`config.mk`:
```
export PLATFORM = sky130hd
export DESIGN_NAME = fvc_sqrt
export DESIGN_NICKNAME = d
export VERILOG_FILES = /design/src/hw/rtl/fvc_pkg.sv /design/src/hw/rtl/fvc_sqrt.sv
export SDC_FILE = /design/constraint.sdc
export NUM_CORES = 2
export LEC_CHECK = 0
export BUFFER_PORTS_ARGS = -buffer_cell sky130_fd_sc_hd__buf_2
export CAP_MARGIN = 10
export CORE_UTILIZATION = 45
export CTS_BUF_LIST = sky130_fd_sc_hd__clkbuf_16
export CTS_CLUSTER_DIAMETER = 50
export CTS_CLUSTER_SIZE = 30
export DETAILED_ROUTE_END_ITERATION = 8
export PLACE_DENSITY = 0.57
export SLEW_MARGIN = 20
export SYNTH_ARGS = -nofsm -noshare
export SYNTH_HDL_FRONTEND = slang
export SYNTH_MEMORY_MAX_BITS = 65536
export SYNTH_SLANG_ARGS = --single-unit
```
`constraint.sdc`:
```
create_clock -name i_clk -period 8.99 [get_ports i_clk]
set_input_delay 1.3485 -clock i_clk [delete_from_list [all_inputs] [get_ports i_clk]]
set_output_delay 1.3485 -clock i_clk [all_outputs]
set_load 0.1 [all_outputs]
```
`src/hw/rtl/fvc_pkg.sv`:
```
// Shared types and constants for the flow vector colour coder.
`default_nettype none
package fvc_pkg;

    typedef struct packed {
        logic signed [15:0] flow_u;
        logic signed [15:0] flow_v;
    } t_flow_in;

    typedef struct packed {
        logic [7:0] blue;
        logic [7:0] green;
        logic [7:0] red;
    } t_colour_out;

    localparam int ANGLE_BITS    = 24;
    localparam int ATAN_LEN      = 24;
    localparam int CORDIC_W      = 36;
    localparam int SQRT_STAGES   = 32;
    localparam int DIV_STAGES    = 17;
    localparam int COLOUR_STAGES = 3;
    localparam logic [15:0] MAX_RESET = 16'd640;

    // atan(2^-i) as a fraction of a turn, Q0.24
    localparam logic [ANGLE_BITS-1:0] ATAN_TURNS [0:ATAN_LEN-1] = '{
        24'd2097152, 24'd1238021, 24'd654136, 24'd332050, 24'd166669, 24'd83416,
        24'd41718, 24'd20860, 24'd10430, 24'd5215, 24'd2608, 24'd1304,
        24'd652, 24'd326, 24'd163, 24'd81, 24'd41, 24'd20,
        24'd10, 24'd5, 24'd3, 24'd1, 24'd1, 24'd0
    };

endpackage
`default_nettype wire

```
`src/hw/rtl/fvc_sqrt.sv`:
```
// Pipelined digit-by-digit square root of sq * 2^32, one root bit per stage.
`default_nettype none
module fvc_sqrt
    import fvc_pkg::*;
(
    input  wire logic        i_clk,
    input  wire logic        i_en,
    input  wire logic [31:0] i_sq,
    output logic [31:0]      o_root
);

    logic [35:0] r_rem  [0:SQRT_STAGES-2];
    logic [63:0] r_n    [0:SQRT_STAGES-2];
    logic [31:0] r_root [0:SQRT_STAGES-1];

    for (genvar g = 0; g < SQRT_STAGES; g++) begin : g_stage
        logic [35:0] p_rem, rt, trial, n_rem;
        logic [63:0] p_n;
        logic [31:0] p_root, n_root;

        if (g == 0) begin : g_first
            assign p_rem  = '0;
            assign p_n    = {i_sq, 32'd0};
            assign p_root = '0;
        end else begin : g_rest
            assign p_rem  = r_rem[g-1];
            assign p_n    = r_n[g-1];
            assign p_root = r_root[g-1];
        end

        always_comb begin
            rt    = {p_rem[33:0], p_n[63:62]};
            trial = {2'b00, p_root, 2'b01};
            if (rt >= trial) begin
                n_rem  = rt - trial;
                n_root = {p_root[30:0], 1'b1};
            end else begin
                n_rem  = rt;
                n_root = {p_root[30:0], 1'b0};
            end
        end

        always_ff @(posedge i_clk) begin
            if (i_en) begin
                r_root[g] <= n_root;
            end
        end

        if (g < SQRT_STAGES - 1) begin : g_carry
            always_ff @(posedge i_clk) begin
                if (i_en) begin
                    r_rem[g] <= n_rem;
                    r_n[g]   <= {p_n[61:0], 2'b00};
                end
            end
        end
    end

    assign o_root = r_root[SQRT_STAGES-1];

endmodule
`default_nettype wire

```
==> reports/metrics.yaml <==
status: "finished clean"
cts_sinks: 1756
syn_inst: 7813
rsz0062_at_grt: "no"
clk_latency_ns: 0.84
hold_viol: 0
finalSetupViolCount: 0
routed-via-count: 58163
synth-edff-count: 1756
fin_cells: 10826
post_drt_wl_per_cell_um: 17.28
yosysWarningCount: 0
utilization: 0.5062
dpl-instance-area_mm2: 0.09506
gp_congestion: 0.8720
hold_path.class: "register to register"
synth_area_mm2: 0.09145
tritoncts: "yes"
endpoint_kind: "register"
drt_wl_total_mm: 187.1
synth_cell_types: 90
start_util: 0.4525
ctsHoldBuffers: 0
period_minus_slack_ns: 4.470
die_w_um: 452.8
leakage_nw: 39.72
p_total_mw: 25.60
r2r-start: "r_rem[1][432]"
final_common_cell: "edfxtp_1"
power.density_mw_per_mm2: 250.2
drt_iter0_markers: 3910
clk_pin_slew_ns: 0.07
synth.top_cell.area_share: 0.5766
antenna_found_initial: 1
synth_area_per_cell_um2: 11.70
critPathArrivalTime_ns: 5.03
worstHoldStart: "r_n[0][480]"
grt_pass1_vias: 56290
dieHeight_um: 452.8
fmax_ghz: 0.2237
track_usage: 0.1805
slew_viol_final: 0
grt-ovfl-total: 0
layout-drive-gt1-share: 0.07629
hold-worst-slack_ns: 0.4027
die_area_mm2: 0.2050
drc: 0
cp_max_fo: 47
port_buffers: 65
cts.path.max_buffers: 3
synth_area_leaders: "edfxtp_1 (58%), ha_1 (7.3%), xnor2_1 (3.9%), xor2_1 (3.6%), a21oi_1 (2.9%)"
min_period_over_period: 0.4973
critical_path_required_ns: 9.55
post-cts-setup-buffers: 0
hpwlAfterDp_mm: 136.7
worst_pin_slew_ns: 1.133
grt_pass1_wl_mm: 298.9
skew_ns: 0.04518
fin_ws_ns: 4.520
dp_cells: 10446
ys_seq_elements: 1756
cts_resized: 0
dr.pass1.iters: 6
fin_area_mm2: 0.1023
nets: 8555
synth_fp_nets: 8393
path_class: "register to register"
maxCapViolCount: 0
peakVddDrop_v: 0.0002160
pre_cts_slack_ns: 4.193
worstSetupStartpoint: "r_rem[1][432]"
synth_top_cell_by_area: "edfxtp_1"
ys_seq_area_frac: 0.5766
root_buffer: "clkbuf_16"
vias_per_cell: 5.373
final_cell_mix: "edfxtp_1 (1,756), inv_1 (677), nand2_1 (584)"
postRouteAntennaNets: 0
slew_headroom: 0.2444
core_mm2: 0.2021
cp-start-kind: "register"
synthArstFlopShare: 0
synthFlopType: "edfxtp_1"
tns_ns: 0
syn_to_final_growth_pct: 11.88
grt_max_degree: 182
rows: 165
io_pins: 66
h-tree-depth: 4
cts_buffers: 198
registers in the layout (all words and copies together) (netlist names):
name    count
r_root    528
r_rem     988
r_n       240
critical path, stage by stage (launching register included):
cell      delay [ns]
edfxtp_1        0.47
ha_1            0.28
fa_1            0.41
a21oi_1         0.19
nor2_1          0.09
o311ai_0        0.73
a31oi_1         0.33
a21oi_1         0.31
o21ai_0         0.21
and4_1          0.26
nand3b_1        0.23
buf_4           0.32
mux2_2          0.33
cell type report:
cell class              count  area, µm²
diodes                      1      2.502
clock buffers             199       4980
clock inverters           179       2226
fillers                 17599      99800
inverters                 674       2530
multi-input cells        5241      35690
flip-flops and latches   1756      52730
well taps                2672       3343
repair buffers            104      803.3
per-layer routing:
| metal | track usage | routed length, µm | vias up |
|---|---|---|---|
| met1 | 0.2368 | 83760 | 27727 |
| li1 | - | - | 28954 |
| met5 | 0 | 0 | - |
| met2 | 0.3065 | 90350 | 1131 |
| met4 | 0.05689 | 5146 | 0 |
| met3 | 0.02704 | 7807 | 351 |
cells by family (layout without fill, tap and decap cells):
| kind of cell | count (synthesis) | after routing | share of synthesized area |
|---|---|---|---|
| other | 1 | 2 | 0.00004101 |
| AND/OR/NAND/NOR | 2126 | 2126 | 0.1137 |
| flip-flops | 1756 | 1756 | 0.5766 |
| XOR/XNOR | 790 | 790 | 0.07566 |
| AO/OA/AOI/OAI | 1699 | 1699 | 0.1145 |
| adder cells (fa/ha/maj) | 546 | 546 | 0.07594 |
| buffers and inverters | 816 | 1156 | 0.03378 |
| multiplexers | 79 | 79 | 0.009701 |
worst paths after layout:
kind / end / depth (start not counted) / slack [ns]
max: r_rem[1][486] / 12 / 4.52
min: r_n[0][544] / 0 / 0.40
max reg2reg: r_rem[1][486] / 12 / 4.52
min reg2reg: r_n[0][544] / 0 / 0.40
Yosys cell counts, drive strengths merged, types with 7 or more instances:
cell type  number
nor4          107
and3           49
o211ai         30
a31oi          42
nand4          55
o2111ai         8
and4           15
mux2           77
fa             15
o22ai          12
a2111oi        15
a21o          222
o21ai         442
and2           35
a21boi         19
a211o          19
nand4b         13
ha            531
nor3b           9
or2            45
edfxtp       1756
o21bai         55
nand3         104
clkbuf        121
a21oi         538
a211oi         47
a31o            7
o21a           88
xor2          379
o31ai          60
buf            21
nand2b        106
or4            59
nor2          542
inv           672
or3            85
xnor2         411
o41ai          16
nand3b         24
nor2b          73
nor3          201
nand2         584
power by group:
group | switching, mW | internal, mW | total [mW]
logic | 3.17 | 2.40 | 5.57
registers | 0.830 | 10.6 | 11.4
clock network | 3.81 | 4.83 | 8.64
No activity file was read; power rests on OpenSTA's default activity.
