--- src/hw/rtl/fvc_pkg.sv ---
// Shared types and constants for the flow vector colour coder.
`default_nettype none
package fvc_pkg;

    typedef struct packed {
        logic signed [15:0] flow_u;
        logic signed [15:0] flow_v;
    } t_flow_in;

    typedef struct packed {
        logic [7:0] blue;
        logic [7:0] green;
        logic [7:0] red;
    } t_colour_out;

    localparam int ANGLE_BITS    = 24;
    localparam int ATAN_LEN      = 24;
    localparam int CORDIC_W      = 36;
    localparam int SQRT_STAGES   = 32;
    localparam int DIV_STAGES    = 17;
    localparam int COLOUR_STAGES = 3;
    localparam logic [15:0] MAX_RESET = 16'd640;

    // atan(2^-i) as a fraction of a turn, Q0.24
    localparam logic [ANGLE_BITS-1:0] ATAN_TURNS [0:ATAN_LEN-1] = '{
        24'd2097152, 24'd1238021, 24'd654136, 24'd332050, 24'd166669, 24'd83416,
        24'd41718, 24'd20860, 24'd10430, 24'd5215, 24'd2608, 24'd1304,
        24'd652, 24'd326, 24'd163, 24'd81, 24'd41, 24'd20,
        24'd10, 24'd5, 24'd3, 24'd1, 24'd1, 24'd0
    };

endpackage
`default_nettype wire

--- src/hw/rtl/fvc_colour.sv ---
// Hue sextant and chroma to blue, green, red; three register stages.
`default_nettype none
module fvc_colour
    import fvc_pkg::*;
(
    input  wire logic                  i_clk,
    input  wire logic                  i_en,
    input  wire logic [16:0]           i_sat,
    input  wire logic [ANGLE_BITS-1:0] i_ang,
    output t_colour_out                o_colour
);

    logic [26:0] h6;
    logic [24:0] n1_f;
    logic [2:0]  r1_sext, r2_sext;
    logic [24:0] r1_f;
    logic [23:0] r1_cc;
    logic [48:0] r2_prod;
    logic [7:0]  r2_c, x;

    always_comb begin
        h6 = 27'(i_ang) * 27'd6;
        if (h6[24]) begin
            n1_f = 25'h1000000 - {1'b0, h6[23:0]};
        end else begin
            n1_f = {1'b0, h6[23:0]};
        end
    end

    always_ff @(posedge i_clk) begin
        if (i_en) begin
            r1_sext <= h6[26:24];
            r1_f    <= n1_f;
            r1_cc   <= 24'({7'd0, i_sat} * 24'd255);
            r2_prod <= 49'(r1_cc) * 49'(r1_f);
            r2_c    <= r1_cc[23:16];
            r2_sext <= r1_sext;
        end
    end

    assign x = r2_prod[47:40];

    always_ff @(posedge i_clk) begin
        if (i_en) begin
            unique case (r2_sext)
                3'd0: o_colour <= '{blue: 8'd0, green: x,    red: r2_c};
                3'd1: o_colour <= '{blue: 8'd0, green: r2_c, red: x};
                3'd2: o_colour <= '{blue: x,    green: r2_c, red: 8'd0};
                3'd3: o_colour <= '{blue: r2_c, green: x,    red: 8'd0};
                3'd4: o_colour <= '{blue: r2_c, green: 8'd0, red: x};
                default: o_colour <= '{blue: x, green: 8'd0, red: r2_c};
            endcase
        end
    end

endmodule
`default_nettype wire

--- config.mk ---
export PLATFORM = sky130hd
export DESIGN_NAME = fvc_colour
export DESIGN_NICKNAME = d
export VERILOG_FILES = /design/src/hw/rtl/fvc_pkg.sv /design/src/hw/rtl/fvc_colour.sv
export SDC_FILE = /design/constraint.sdc
export NUM_CORES = 2
export LEC_CHECK = 0
export ABC_CLOCK_PERIOD_IN_PS = 6100
export BUFFER_PORTS_ARGS = -buffer_cell sky130_fd_sc_hd__buf_2
export CORE_MARGIN = 4
export CORE_UTILIZATION = 50
export CTS_BUF_LIST = sky130_fd_sc_hd__clkbuf_16
export DETAILED_ROUTE_END_ITERATION = 8
export PLACE_DENSITY = 0.66
export SLEW_MARGIN = 5
export SYNTH_ARGS = -nofsm -noshare
export SYNTH_HDL_FRONTEND = slang
export SYNTH_SLANG_ARGS = --single-unit
--- constraint.sdc ---
create_clock -name i_clk -period 6.1 [get_ports i_clk]
set_clock_uncertainty 0.05 [all_clocks]
set_input_delay 0.61 -clock i_clk [delete_from_list [all_inputs] [get_ports i_clk]]
set_output_delay 0.61 -clock i_clk [all_outputs]
set_load 0.02 [all_outputs]
==> flow_summary.toml <==
[synthesis]
syn_area_mm2 = 0.0258
mappedNetlistNets = 3546
yosysTopAreaCell = "fa_1"
ys_types = 63
yosysTopAreaCellShare_pct = 43.2
postSynth.asyncResetShare_pct = 0
ys_ff_latch = 94
ys.warnings.count = 0
synth_common_cells = "inv_1 (654), fa_1 (556), nand2_1 (355), and2_1 (281), ha_1 (232)"
synthCells = 2715
synth_edf_count = 94
ys_seq_area_share_pct = 10.9
syn_area_per_cell_um2 = 9.49
synthTopCellsByArea = "fa_1 (43%), ha_1 (11%), edfxtp_1 (11%)"
synth.most_common_cell = "inv_1"
ys.flop_type = "edfxtp_1"

[hold_path]
holdPathEnd = "r2_sext[0]$_DFFE_PP_"
hp-class = "register to register"
worst_hold_startpoint = "r1_sext[0]$_DFFE_PP_"
min_path_cells = 0

[floorplanning]
die_h_um = 235
row_count = 82
initial_core_util_pct = 51.0
boundaryPins = 67
core_area_mm2 = 0.0506
die_x_um = 235
die_area_mm2 = 0.0553

[timing]
max_freq_mhz = 142
finalCritPeriodShare_pct = 115
rsz0062_at_grt = "true"
worst_slack_ns = -0.918
period_minus_slack_ns = 7.02
slew_headroom_pct = 21.0
worst_pin_slew_ns = 1.18
setup_viol = 8
finalMaxSlewViolations = 0
hold_viol = 0

[routing]
drt_first_pass_iters = 5
wl_per_cell_um = 17.9
ant_nets = 0
drt_iter0_drc = 1210
drc = 0
vias = 18700
viasPerCell = 5.20
drt-total-wl_mm = 64.2

[cts]
clk_pin_slew_ns = 0.08
clock_path_buffers = 2
cts_root_buffer = "clkbuf_16"
clock-sinks = 94
clk_latency_ns = 0.36
tritoncts = "yes"
numCtsBuffers = 9
cts_max_level = 3

[critical_path]
crit_cells = 26
startpoint_type = "register"
cp-end-kind = "register"
arrival_ns = 7.09
rr_endpoint = "r2_prod[46]$_DFFE_PP_"
worstPathMaxFanout = 11
r2r-start = "r1_cc[8]$_DFFE_PP_"
cpMaxStageDelayCell = "fa_1"
path_delay_family = "adder cells"
setup.worst_path.class = "register to register"
critical_path_buf_inv_count = 8
rr_worst_depth = 26
critPathRequiredTime_ns = 6.17
r2r_setup_slack_ns = -0.92
cpPeakStageDelay_ns = 0.56
timing.critical_path.mode_cell = "fa_1"

[global_route]
grt_pass1_vias = 20000
overflow = 0
grt_antenna_before_repair = 1
grt_max_degree = 62
grtUsageTotal_pct = 23.6
grt_pass1_wl_mm = 105

[placement]
io_buffers = 66
dpl.hpwl_mm = 54.2
gp_congestion = 0.954
dp_cells = 3530
pre_cts_ws_ns = -1.05

[layout]
drive_gt1_share_pct = 13.7
syn2layout_area_growth_pct = 14.7
final_nets = 3743
final_cells = 3590

[outcome]
violations = "setup timing"
status = "finished with violations"

[run]
max-cap-violations = 0
-- worst register-to-register path, stage by stage (launching register included) --
cell	delay, ns
edfxtp_1	0.42
buf_12	0.17
buf_6	0.14
and2_1	0.17
fa_1	0.46
fa_1	0.55
inv_1	0.06
fa_2	0.41
fa_1	0.56
inv_1	0.06
fa_1	0.50
fa_1	0.53
inv_1	0.06
fa_1	0.52
inv_2	0.06
ha_4	0.28
nand2_4	0.06
nor4_4	0.29
nand3_1	0.11
o211ai_1	0.28
o21ai_1	0.11
buf_4	0.18
o211ai_1	0.26
and2_4	0.23
buf_6	0.10
o22ai_4	0.05
xnor2_1	0.12
-- cell usage in the layout, fill, tap and decap left out, types with 9 or more instances in the layout --
master / n
a21o_1: 24
and3_1: 10
buf_6: 21
buf_4: 170
and2_1: 273
nor2_1: 33
inv_1: 647
clkbuf_16: 10
buf_2: 66
nor2b_1: 13
a22o_1: 16
ha_1: 226
nand2_1: 349
nand3_1: 12
a21oi_1: 66
and2_4: 9
buf_12: 42
fa_2: 14
xnor2_1: 54
nand2b_1: 18
o21ai_0: 24
xor2_1: 19
edfxtp_1: 94
fa_1: 542
-- per-layer routing --
metal	global-route usage, %	routed length (µm)	up-vias
met4	5.51	1390	0
met1	34.7	28600	9438
li1	-	-	8530
met5	0	0	-
met2	37.7	29400	606
met3	3.18	4890	78
-- per-stage QoR --
stage / hold slack, ns / cell area, µm² / util, % / setup TNS, ns
3_5_place_dp: 0.355 / 28500 / 56.4 / -6.95
3_3_place_gp: 0.356 / 28500 / 56.4 / -6.52
4_1_cts: 0.372 / 29400 / 58.1 / -6.17
5_1_grt: 0.378 / 29600 / 58.5 / -8.02
6_report: 0.375 / 29600 / 58.5 / -6.47
2_1_floorplan: 0.350 / 26000 / - / -0.495
-- how the worst max path moves through the flow --
stage | endpoint | slack [ns] | from
floorplan | r2_prod[47]$_DFFE_PP_ | -0.16 | r1_cc[15]$_DFFE_PP_
global placement | r2_prod[46]$_DFFE_PP_ | -0.98 | r1_f[6]$_DFFE_PP_
detailed placement | r2_prod[46]$_DFFE_PP_ | -1.05 | r1_f[6]$_DFFE_PP_
CTS | r2_prod[46]$_DFFE_PP_ | -0.88 | r1_f[8]$_DFFE_PP_
global route | r2_prod[46]$_DFFE_PP_ | -1.12 | r1_f[14]$_DFFE_PP_
finish | r2_prod[46]$_DFFE_PP_ | -0.92 | r1_cc[8]$_DFFE_PP_
-- sequential cells by signal (all words and copies together), names as in the netlist --
name	flops
o_colour	24
r1_f	24
r1_cc	24
r1_sext	3
r2_c	8
r2_prod	8
r2_sext	3
-- kinds of logic after synthesis --
kind of cell,share of synthesized area (%)
and+or+nand+nor,14.9
DFF,10.9
xor gates and xnor gates,2.55
adders and majority gates,54.4
buffers and inverters,11.2
muxes,0.388
AOI/OAI and AO/OA,5.54
-- cell type report --
cell class / count / area [µm²]
Fill cell: 4249 / 21000
Clock inverter: 7 / 92.6
Multi-Input combinational cell: 1850 / 20400
Timing Repair Buffer: 302 / 2750
Sequential cell: 94 / 2820
Tap cell: 672 / 841
Antenna cell: 1 / 2.50
Inverter: 655 / 2460
Clock buffer: 9 / 225
-- timing repair --
action | in CTS | in global routing
endpoints found under the setup margin | 8 | 8
hold buffers | 0 | 0
setup buffers | 38 | 5
gates cloned | 1 | 2
pin swaps | 44 | 24
gates resized for setup | 45 | 30
Power is not shown: default switching activity piles up to over one toggle a cycle in this logic, so the estimate is an artifact.
