===== src/hw/rtl/fvc_pkg.sv =====
// Shared types and constants for the flow vector colour coder.
`default_nettype none
package fvc_pkg;

    typedef struct packed {
        logic signed [15:0] flow_u;
        logic signed [15:0] flow_v;
    } t_flow_in;

    typedef struct packed {
        logic [7:0] blue;
        logic [7:0] green;
        logic [7:0] red;
    } t_colour_out;

    localparam int ANGLE_BITS    = 24;
    localparam int ATAN_LEN      = 24;
    localparam int CORDIC_W      = 36;
    localparam int SQRT_STAGES   = 32;
    localparam int DIV_STAGES    = 17;
    localparam int COLOUR_STAGES = 3;
    localparam logic [15:0] MAX_RESET = 16'd640;

    // atan(2^-i) as a fraction of a turn, Q0.24
    localparam logic [ANGLE_BITS-1:0] ATAN_TURNS [0:ATAN_LEN-1] = '{
        24'd2097152, 24'd1238021, 24'd654136, 24'd332050, 24'd166669, 24'd83416,
        24'd41718, 24'd20860, 24'd10430, 24'd5215, 24'd2608, 24'd1304,
        24'd652, 24'd326, 24'd163, 24'd81, 24'd41, 24'd20,
        24'd10, 24'd5, 24'd3, 24'd1, 24'd1, 24'd0
    };

endpackage
`default_nettype wire


===== src/hw/rtl/fvc_div.sv =====
// Pipelined saturation divider: min(65536, mag * gain / max), one quotient bit per stage.
`default_nettype none
module fvc_div
    import fvc_pkg::*;
#(
    parameter int SAT_GAIN = 8
) (
    input  wire logic        i_clk,
    input  wire logic        i_en,
    input  wire logic [31:0] i_mag,
    input  wire logic [15:0] i_max,
    output logic [16:0]      o_sat
);

    localparam int DW = 32 + $clog2(SAT_GAIN + 1);

    logic [DW-1:0] r_rem [0:DIV_STAGES-2];
    logic [15:0]   r_q   [1:DIV_STAGES-1];
    logic          r_sat [0:DIV_STAGES-1];
    logic [DW-1:0] dividend;

    assign dividend = DW'(i_mag) * DW'(SAT_GAIN);

    // first stage: anything at or above max << 16 clamps to full saturation
    always_ff @(posedge i_clk) begin
        if (i_en) begin
            r_rem[0] <= dividend;
            r_sat[0] <= (dividend >= (DW'(i_max) << 16));
        end
    end

    for (genvar g = 1; g < DIV_STAGES; g++) begin : g_stage
        logic [DW-1:0] dv, n_rem;
        logic [15:0]   p_q, n_q;
        logic          take;

        if (g == 1) begin : g_first
            assign p_q = '0;
        end else begin : g_rest
            assign p_q = r_q[g-1];
        end

        always_comb begin
            dv    = DW'(i_max) << (DIV_STAGES - 1 - g);
            take  = (r_rem[g-1] >= dv);
            n_rem = take ? (r_rem[g-1] - dv) : r_rem[g-1];
            n_q   = {p_q[14:0], take};
        end

        always_ff @(posedge i_clk) begin
            if (i_en) begin
                r_q[g]   <= n_q;
                r_sat[g] <= r_sat[g-1];
            end
        end

        if (g < DIV_STAGES - 1) begin : g_carry
            always_ff @(posedge i_clk) begin
                if (i_en) begin
                    r_rem[g] <= n_rem;
                end
            end
        end
    end

    assign o_sat = r_sat[DIV_STAGES-1] ? 17'h10000 : {1'b0, r_q[DIV_STAGES-1]};

endmodule
`default_nettype wire


===== config.mk =====
export PLATFORM = sky130hd
export DESIGN_NAME = fvc_div
export DESIGN_NICKNAME = d
export VERILOG_FILES = /design/src/hw/rtl/fvc_pkg.sv /design/src/hw/rtl/fvc_div.sv
export SDC_FILE = /design/constraint.sdc
export NUM_CORES = 1
export LEC_CHECK = 0
export ABC_AREA = 1
export BUFFER_PORTS_ARGS = -buffer_cell sky130_fd_sc_hd__clkbuf_2
export CAP_MARGIN = 5
export CORE_AREA = 2 2 334 336
export CTS_CLUSTER_SIZE = 8
export DETAILED_ROUTE_END_ITERATION = 10
export DIE_AREA = 0 0 336 338
export GPL_TIMING_DRIVEN = 0
export SLEW_MARGIN = 15
export SYNTH_ARGS = -nofsm -noshare
export SYNTH_HDL_FRONTEND = slang
export SYNTH_SLANG_ARGS = --single-unit

===== constraint.sdc =====
create_clock -name i_clk -period 5.1 [get_ports i_clk]
set_input_delay 0.51 -clock i_clk [delete_from_list [all_inputs] [get_ports i_clk]]
set_output_delay 0.51 -clock i_clk [all_outputs]
set_load 0.01 [all_outputs]

==> results by group, run 1 <==
Run status
  • Status: completed

Power and ir drop
  • Pleak: 24.9 nW
  • Max VDD drop: 300 uV
  • P per Cell Area: 465 mW/mm^2

Global route
  • GR Util All Layers: 26.3%
  • Initial antenna violation count: 6
  • Number of global-route vias before repair: 39.9k
  • Grt total ovfl: 0
  • Largest net degree at the start of global routing: 103
  • Met2 capacity usage during global routing: 43.3%
  • First-pass GRT wire length: 228 mm
  • GR Util met3: 3.13%
  • Met1 usage: 36.5%
  • Layer with the highest usage: met2

Final layout
  • Fin util: 49.5%
  • Area growth, synth to finish: 10.7%
  • Ant. Diodes: 0
  • NumNets Final: 7,068
  • Fraction of layout cells with a size suffix above 1: 7.45%

CTS
  • CTS Buf Count: 97
  • TritonCTS clock tree: done
  • CTS H-tree lvls: 3
  • Clock-pin slew on the worst setup and hold paths: 0.06 ns
  • Clk_lat worst skew: 0.67 ns
  • # clock sinks: 683
  • Setup Fix Bufs, Post-CTS: 0
  • CTS max path bufs: 3
  • Root buffer cell: clkbuf_16

Detailed routing
  • Routed via count: 42.7k
  • Antenna viol nets, final: 0
  • Initial DRC Count: 3,456
  • DRT Pass-1 Iters: 7
  • Number of vias per cell: 5.19
  • DRC violations left: 0
  • Drt wl/cell: 18.3 um
  • WL final: 151 mm

Logic synthesis
  • Yosys top cell by area: edfxtp_1
  • Yosys Warn Count: 0
  • Share of the synthesized area in the top cell type: 41.7%
  • Seq/Total Area, Yosys: 41.7%
  • Syn Nets: 6,883
  • Synthesized cell area: 0.0492 mm^2
  • Gate Count Post-Synth: 6,547
  • Largest cells by area after synthesis: edfxtp_1 (42%), nand2_1 (18%), inv_1 (7.1%), ha_1 (6.9%), nor2_1 (5.0%)
  • Syn_area_per_cell: 7.52 um^2
  • Yosys reg bits: 683
  • Unique masters post-synth: 52

Floorplan
  • Die area: 0.114 mm^2
  • Rows: 122
  • Total core area: 0.110 mm^2
  • Die width: 336 um
  • IO Pins: 67
  • Initial Util: 44.7%
  • Vert. Die Dim: 338 um

Placement
  • Detail Placement HPWL: 119 mm
  • Place WS: 0.756 ns
  • PortBufs: 66
  • GP Congestion: 0.958

Hold path
  • Hold Path Class: in -> reg
  • Hold_sp: i_mag[20]

STA
  • Relative max-transition margin: 27.0%
  • Final setup fails: 0
  • Max Clock Skew: 0.0247 ns
  • RSZ-0062 raised after global routing: no
  • Period utilization: 71.3%
  • Fin crit period: 3.64 ns
  • Worst-Margin Slew: 1.08 ns
  • Final Max Slew Viols: 0
  • Worst hold margin: 0.0424 ns
  • Setup TNS: 0 ns
  • Fin. Hold Viols: 0
  • Max Freq: 275 MHz
  • Fin worst setup slack: 1.46 ns

Setup path
  • Crit path DAT: 4.03 ns
  • Crit start category: input pin
  • Setup CP Type: in -> reg
  • Top cell by count, worst path: nand2_1
  • CP Data Required Time: 5.50 ns
  • Cells along the critical path: clkbuf_2 > inv_2 > buf_16 > fa_1 > nand2_1 > nand2_1 > nand4_1 > nand3_1 > nand2_1 > nand2_1 > nor2_1 > buf_2 > a21oi_1
  • Reg-to-Reg Start: r_rem[0][90]
  • Worst-path fanout max: 14
  • Crit-path slowest cell: clkbuf_2
  • CP peak stage delay: 0.74 ns
  • Worst setup path start: i_max[1]
  • CP Capture Type: flop

Run
  • Max-cap viol count: 0
-- path summary, 6_finish.rpt --
check	end	slack, ns	cells past startpoint
setup / recovery	r_rem[1][174]	1.46	13
hold / removal	r_rem[0][23]	0.04	1
setup reg to reg	r_rem[0][140]	2.24	10
hold reg to reg	r_q[0][199]	0.40	0
-- timing repair --
item | CTS | global route
setup endpoints to repair | 0 | 0
hold buffers | 2 | 0
gates resized for setup | 0 | 0
hold endpoints to repair | 2 | 0
-- kinds of logic after synthesis --
kind of cell    Yosys count  share of synthesized area, %
buf+inv                1031                          8.52
flops                   683                          41.7
xor+xnor                174                          3.10
simple gates           3796                          32.4
fa+ha+maj               286                          7.50
compound gates          577                          6.80
-- metrics by stage --
| stage | area [um^2] | power, W | std cells |
|---|---|---|---|
| floorplan | 49200 | 0.0163 | 6547 |
| global placement | 51400 | 0.0195 | 8101 |
| detailed placement | 51900 | 0.0194 | 8119 |
| CTS | 54500 | 0.0254 | 8240 |
| global route | 54500 | 0.0272 | 8240 |
| finish | 54500 | 0.0253 | 8240 |
-- state kept, by name, indices dropped and copies added (netlist names) --
name,flops
r_rem,530
r_sat,17
r_q,136
-- cells in the final DEF, fill, tap and decap left out, drive strengths merged, types with 45 or more instances in the layout --
cell / instances
nand2: 2363
inv: 966
nor2: 700
edfxtp: 683
nand3: 424
a21oi: 347
ha: 271
o21ai: 195
clkbuf: 176
nand4: 131
xor2: 121
nor3: 93
buf: 82
xnor2: 53
nand3b: 45
-- power breakdown --
group | internal (W) | total [W] | switching [W]
combinational | 0.00356 | 0.0107 | 0.00714
sequential | 0.00786 | 0.00884 | 0.000979
clock | 0.00342 | 0.00578 | 0.00236
total | 0.0148 | 0.0253 | 0.0105
-- synth_stat cells, drive strengths merged --
cell and n:
buf 64, a21o 6, o21a 5, and3 4, nand3b 45, or2 4, o2111ai 2, clkbuf 2
nand2 2363, inv 963, edfxtp 683, o21ai 195, nor4b 1, xnor2 53, nor3b 9, nand3 424
nor3 93, xor2 121, and2 11, nand2b 1, nand4 131, a21oi 347, o31ai 1, nor2 700
clkinv 2, ha 271, fa 15, o211ai 2, a21boi 4, nor4 9, o21bai 15, nor2b 1
-- final cells by class --
class / count / area (um^2)
clock buffer: 108 / 2510
fill: 10914 / 55600
sequential: 683 / 20500
inverter: 965 / 3630
tap: 1488 / 1860
clock inverter: 11 / 92.6
timing repair buffer: 86 / 802
multi-input combinational: 4833 / 24500
buffer: 66 / 559
-- layer usage --
layer / up-vias / wire [um]
met5: - / 0
met4: 0 / 4370
met3: 229 / 7770
met2: 1147 / 68600
met1: 19756 / 69700
li1: 21597 / -
-- critical path, delay by kind of cell --
kind | cells | cell delay, ns
buffers and inverters | 4 | 1.80
adders and majority gates | 1 | 0.53
AOI/OAI and AO/OA | 1 | 0.12
and+or+nand+nor | 7 | 1.01
Note: power is estimated with default switching activity, not from simulation.
==> run 2: changes to the inputs <==
--- a/config.mk
+++ b/config.mk
@@ -5,13 +5,13 @@
 export SDC_FILE = /design/constraint.sdc
 export NUM_CORES = 1
 export LEC_CHECK = 0
-export ABC_AREA = 1
+export ABC_AREA = 0
 export BUFFER_PORTS_ARGS = -buffer_cell sky130_fd_sc_hd__clkbuf_2
 export CAP_MARGIN = 5
-export CORE_AREA = 2 2 334 336
+export CORE_AREA = 2 2 299 301
 export CTS_CLUSTER_SIZE = 8
 export DETAILED_ROUTE_END_ITERATION = 10
-export DIE_AREA = 0 0 336 338
+export DIE_AREA = 0 0 301 303
 export GPL_TIMING_DRIVEN = 0
 export SLEW_MARGIN = 15
 export SYNTH_ARGS = -nofsm -noshare
==> constraint.sdc (replaced) <==
create_clock -name i_clk -period 3.6 [get_ports i_clk]
set_input_delay 0.36 -clock i_clk [delete_from_list [all_inputs] [get_ports i_clk]]
set_output_delay 0.36 -clock i_clk [all_outputs]
set_load 0.01 [all_outputs]
==> run 2 against run 1 <==
  * Routed wire length shrank 37%
  * Sequential cell count is the same
  * Largest power group is now sequential cells
  * Setup slack lost 1.3 ns
  * Combinational power is essentially flat
  * Synthesized cell count shrank 47%
==> results by group, run 2 <==
Run status
  • Status: completed

Setup path
  • Crit-path slowest cell: or4_1
  • Crit start category: flop
  • Reg-to-Reg Start: r_rem[0][134]
  • CP Data Required Time: 3.97 ns
  • Crit path DAT: 3.78 ns
  • Critical path buffers and inverters: 3
  • Cells along the critical path: ha_1 > nand4_1 > or4_1 > nor4_2 > nor4_1 > o21ai_1 > clkbuf_4 > clkbuf_2 > buf_2 > a21oi_1
  • R2R Setup Slk: 0.18 ns
  • Worst-path fanout max: 10
  • CP peak stage delay: 0.52 ns
  • Critical path's top delay family: simple AND/OR/NAND/NOR gates
  • Setup CP Type: reg -> reg
  • CP Capture Type: flop
  • Worst R2R End: r_rem[0][167]
  • FF-to-FF path depth: 10

CTS
  • Root buffer cell: clkbuf_16
  • Clock-pin slew on the worst setup and hold paths: 0.05 ns
  • CTS max path bufs: 3
  • TritonCTS clock tree: done
  • CTS Buf Count: 95
  • # clock sinks: 683
  • CTS H-tree lvls: 3
  • Clk_lat worst skew: 0.66 ns

Logic synthesis
  • Syn Nets: 3,793
  • Yosys Warn Count: 0
  • Gate Count Post-Synth: 3,457
  • Yosys top cell by area: edfxtp_1
  • Unique masters post-synth: 85
  • Prevailing post-synth register cell: edfxtp_1
  • Seq/Total Area, Yosys: 52.2%
  • Synthesized cell area: 0.0393 mm^2
  • Syn_area_per_cell: 11.4 um^2
  • Yosys reg bits: 683
  • Asr flop ratio synth: 0%
  • Most common cell in the netlist: edfxtp_1
  • Share of the synthesized area in the top cell type: 52.2%
  • Largest cells by area after synthesis: edfxtp_1 (52%), ha_1 (8.6%), xor2_1 (3.8%), xnor2_1 (3.8%), a21oi_1 (3.2%)
  • EDFF count, synth: 683
  • Top cells by count, synth: edfxtp_1 (683), ha_1 (271), a21oi_1 (250), nand2_1 (250), nor2_1 (243)

STA
  • Final Max Slew Viols: 0
  • Fin crit period: 3.42 ns
  • Setup TNS: 0 ns
  • Final setup fails: 0
  • Period utilization: 94.9%
  • Max Clock Skew: 0.0297 ns
  • Worst hold margin: 0.266 ns
  • Max Freq: 293 MHz
  • Relative max-transition margin: 38.1%
  • Worst-Margin Slew: 0.905 ns
  • Fin. Hold Viols: 0
  • RSZ-0062 raised after global routing: no

Floorplan
  • Initial Util: 44.7%
  • Total core area: 0.0880 mm^2
  • Vert. Die Dim: 303 um
  • Die area: 0.0912 mm^2
  • Die width: 301 um
  • Rows: 109
  • IO Pins: 67

Final layout
  • Multi-input logic area: 0.0182 mm^2
  • Top flop regs: r_rem x530, r_q x136, r_sat x17
  • Area growth, synth to finish: 13.6%
  • Biggest register: r_rem
  • Final instance area: 0.0446 mm^2
  • Largest register FFs: 530
  • NumNets Final: 4,018
  • FF+latch area: 0.0205 mm^2
  • Total of fill cells in the finished design: 7,839
  • Leading cell types in the layout, fill and taps excluded: edfxtp_1 (683), ha_1 (269), nand2_1 (250)
  • Ant. Diodes: 0
  • Fraction of layout cells with a size suffix above 1: 10.2%
  • Commonest non-fill, non-tap cell in the layout: edfxtp_1
  • Fin util: 50.7%

Power and ir drop
  • P per Cell Area: 700 mW/mm^2
  • Total power: 0.0313 W
  • Pleak: 16.4 nW
  • Max VDD drop: 442 uV

Run
  • Max-cap viol count: 0

Detailed routing
  • Initial DRC Count: 2,218
  • Antenna viol nets, final: 0
  • Drt wl/cell: 19.6 um
  • Number of vias per cell: 5.69
  • Routed via count: 27.6k
  • DRT Pass-1 Iters: 5
  • DRC violations left: 0
  • WL final: 95.3 mm

Global route
  • Grt total ovfl: 0
  • Largest net degree at the start of global routing: 103
  • First-pass GRT wire length: 149 mm
  • Initial antenna violation count: 1
  • Number of global-route vias before repair: 26.4k
  • GR Util All Layers: 20.9%

Hold path
  • Hold endpoint: r_rem[0][174]
  • Hold_sp: i_en
  • Hold Path Class: in -> reg
  • Worst hold path depth: 1

Placement
  • GP Congestion: 0.896
  • PortBufs: 66
  • Placed instance area: 0.0414 mm^2
  • Detail Placement HPWL: 67.4 mm
[run 2: changes by cell type in the layout (fill, tap and decap cells not counted), sizes merged, moves of 72 or more]
cell   previous run  this run
nand2          2363       250
inv             966       107
nor2            700       243
nand3           424        79
xnor2            53       169
a21oi           347       250
nand4           131        43
nor4              9        81
[run 2: worst max path at each step]
stage                              from       endpoint  depth (start not counted)
final                     r_rem[0][134]  r_rem[0][167]                         10
after global routing      r_rem[0][130]  r_rem[0][167]                         11
after CTS                 r_rem[1][112]  r_rem[1][157]                         13
after global placement             i_en  r_rem[1][286]                          1
after floorplan                i_max[2]  r_rem[1][143]                         10
after detailed placement       i_max[1]  r_rem[0][135]                         11
[run 2: stage by stage]
stage | worst slack (ns) | instances
2_1_floorplan | 0.311 | 3457
3_3_place_gp | -9.71 | 4688
3_5_place_dp | -2.02 | 4699
4_1_cts | 0.0192 | 4855
5_1_grt | 0.00168 | 4857
6_report | 0.183 | 4857
[run 2: logic make-up after synthesis]
group	Yosys count	synth area share, %
compound gates	802	13.0
xor+xnor	339	7.56
fa+ha+maj	286	9.39
buf+inv	184	1.85
flops	683	52.2
mux	58	1.67
simple gates	1105	14.4
[run 2: layout make-up]
class | instances | area share (%)
Timing Repair Buffer | 132 | 2.62
Inverter | 109 | 0.950
Sequential cell | 683 | 46.0
Buffer | 71 | 0.751
Multi-Input combinational cell | 2590 | 40.7
Tap cell | 1165 | 3.27
Clock inverter | 6 | 0.303
Clock buffer | 101 | 5.43
[run 2: what timing repair did]
item                       CTS  global route
resized for setup           22            45
setup endpoints to repair  397           203
pin swaps                    1             2
hold buffers                32             0
hold endpoints to repair    32             0
buffers inserted            17             6
[run 2: report_power, final]
group | switching, W | total, W | leakage (nW) | internal, W
Sequential | 0.00124 | 0.0125 | 6.52 | 0.0112
Clock | 0.00327 | 0.00798 | 1.24 | 0.00471
Combinational | 0.00605 | 0.0108 | 8.66 | 0.00473
Total | 0.0106 | 0.0313 | 16.4 | 0.0207
[run 2: routing by layer]
| metal | GRT usage [%] | up-vias | routed length, um |
|---|---|---|---|
| met5 | 0 | - | 0 |
| met1 | 28.7 | 13163 | 43000 |
| met4 | 6.82 | 0 | 3020 |
| met2 | 34.3 | 709 | 44600 |
| met3 | 2.96 | 170 | 4670 |
| li1 | - | 13573 | - |
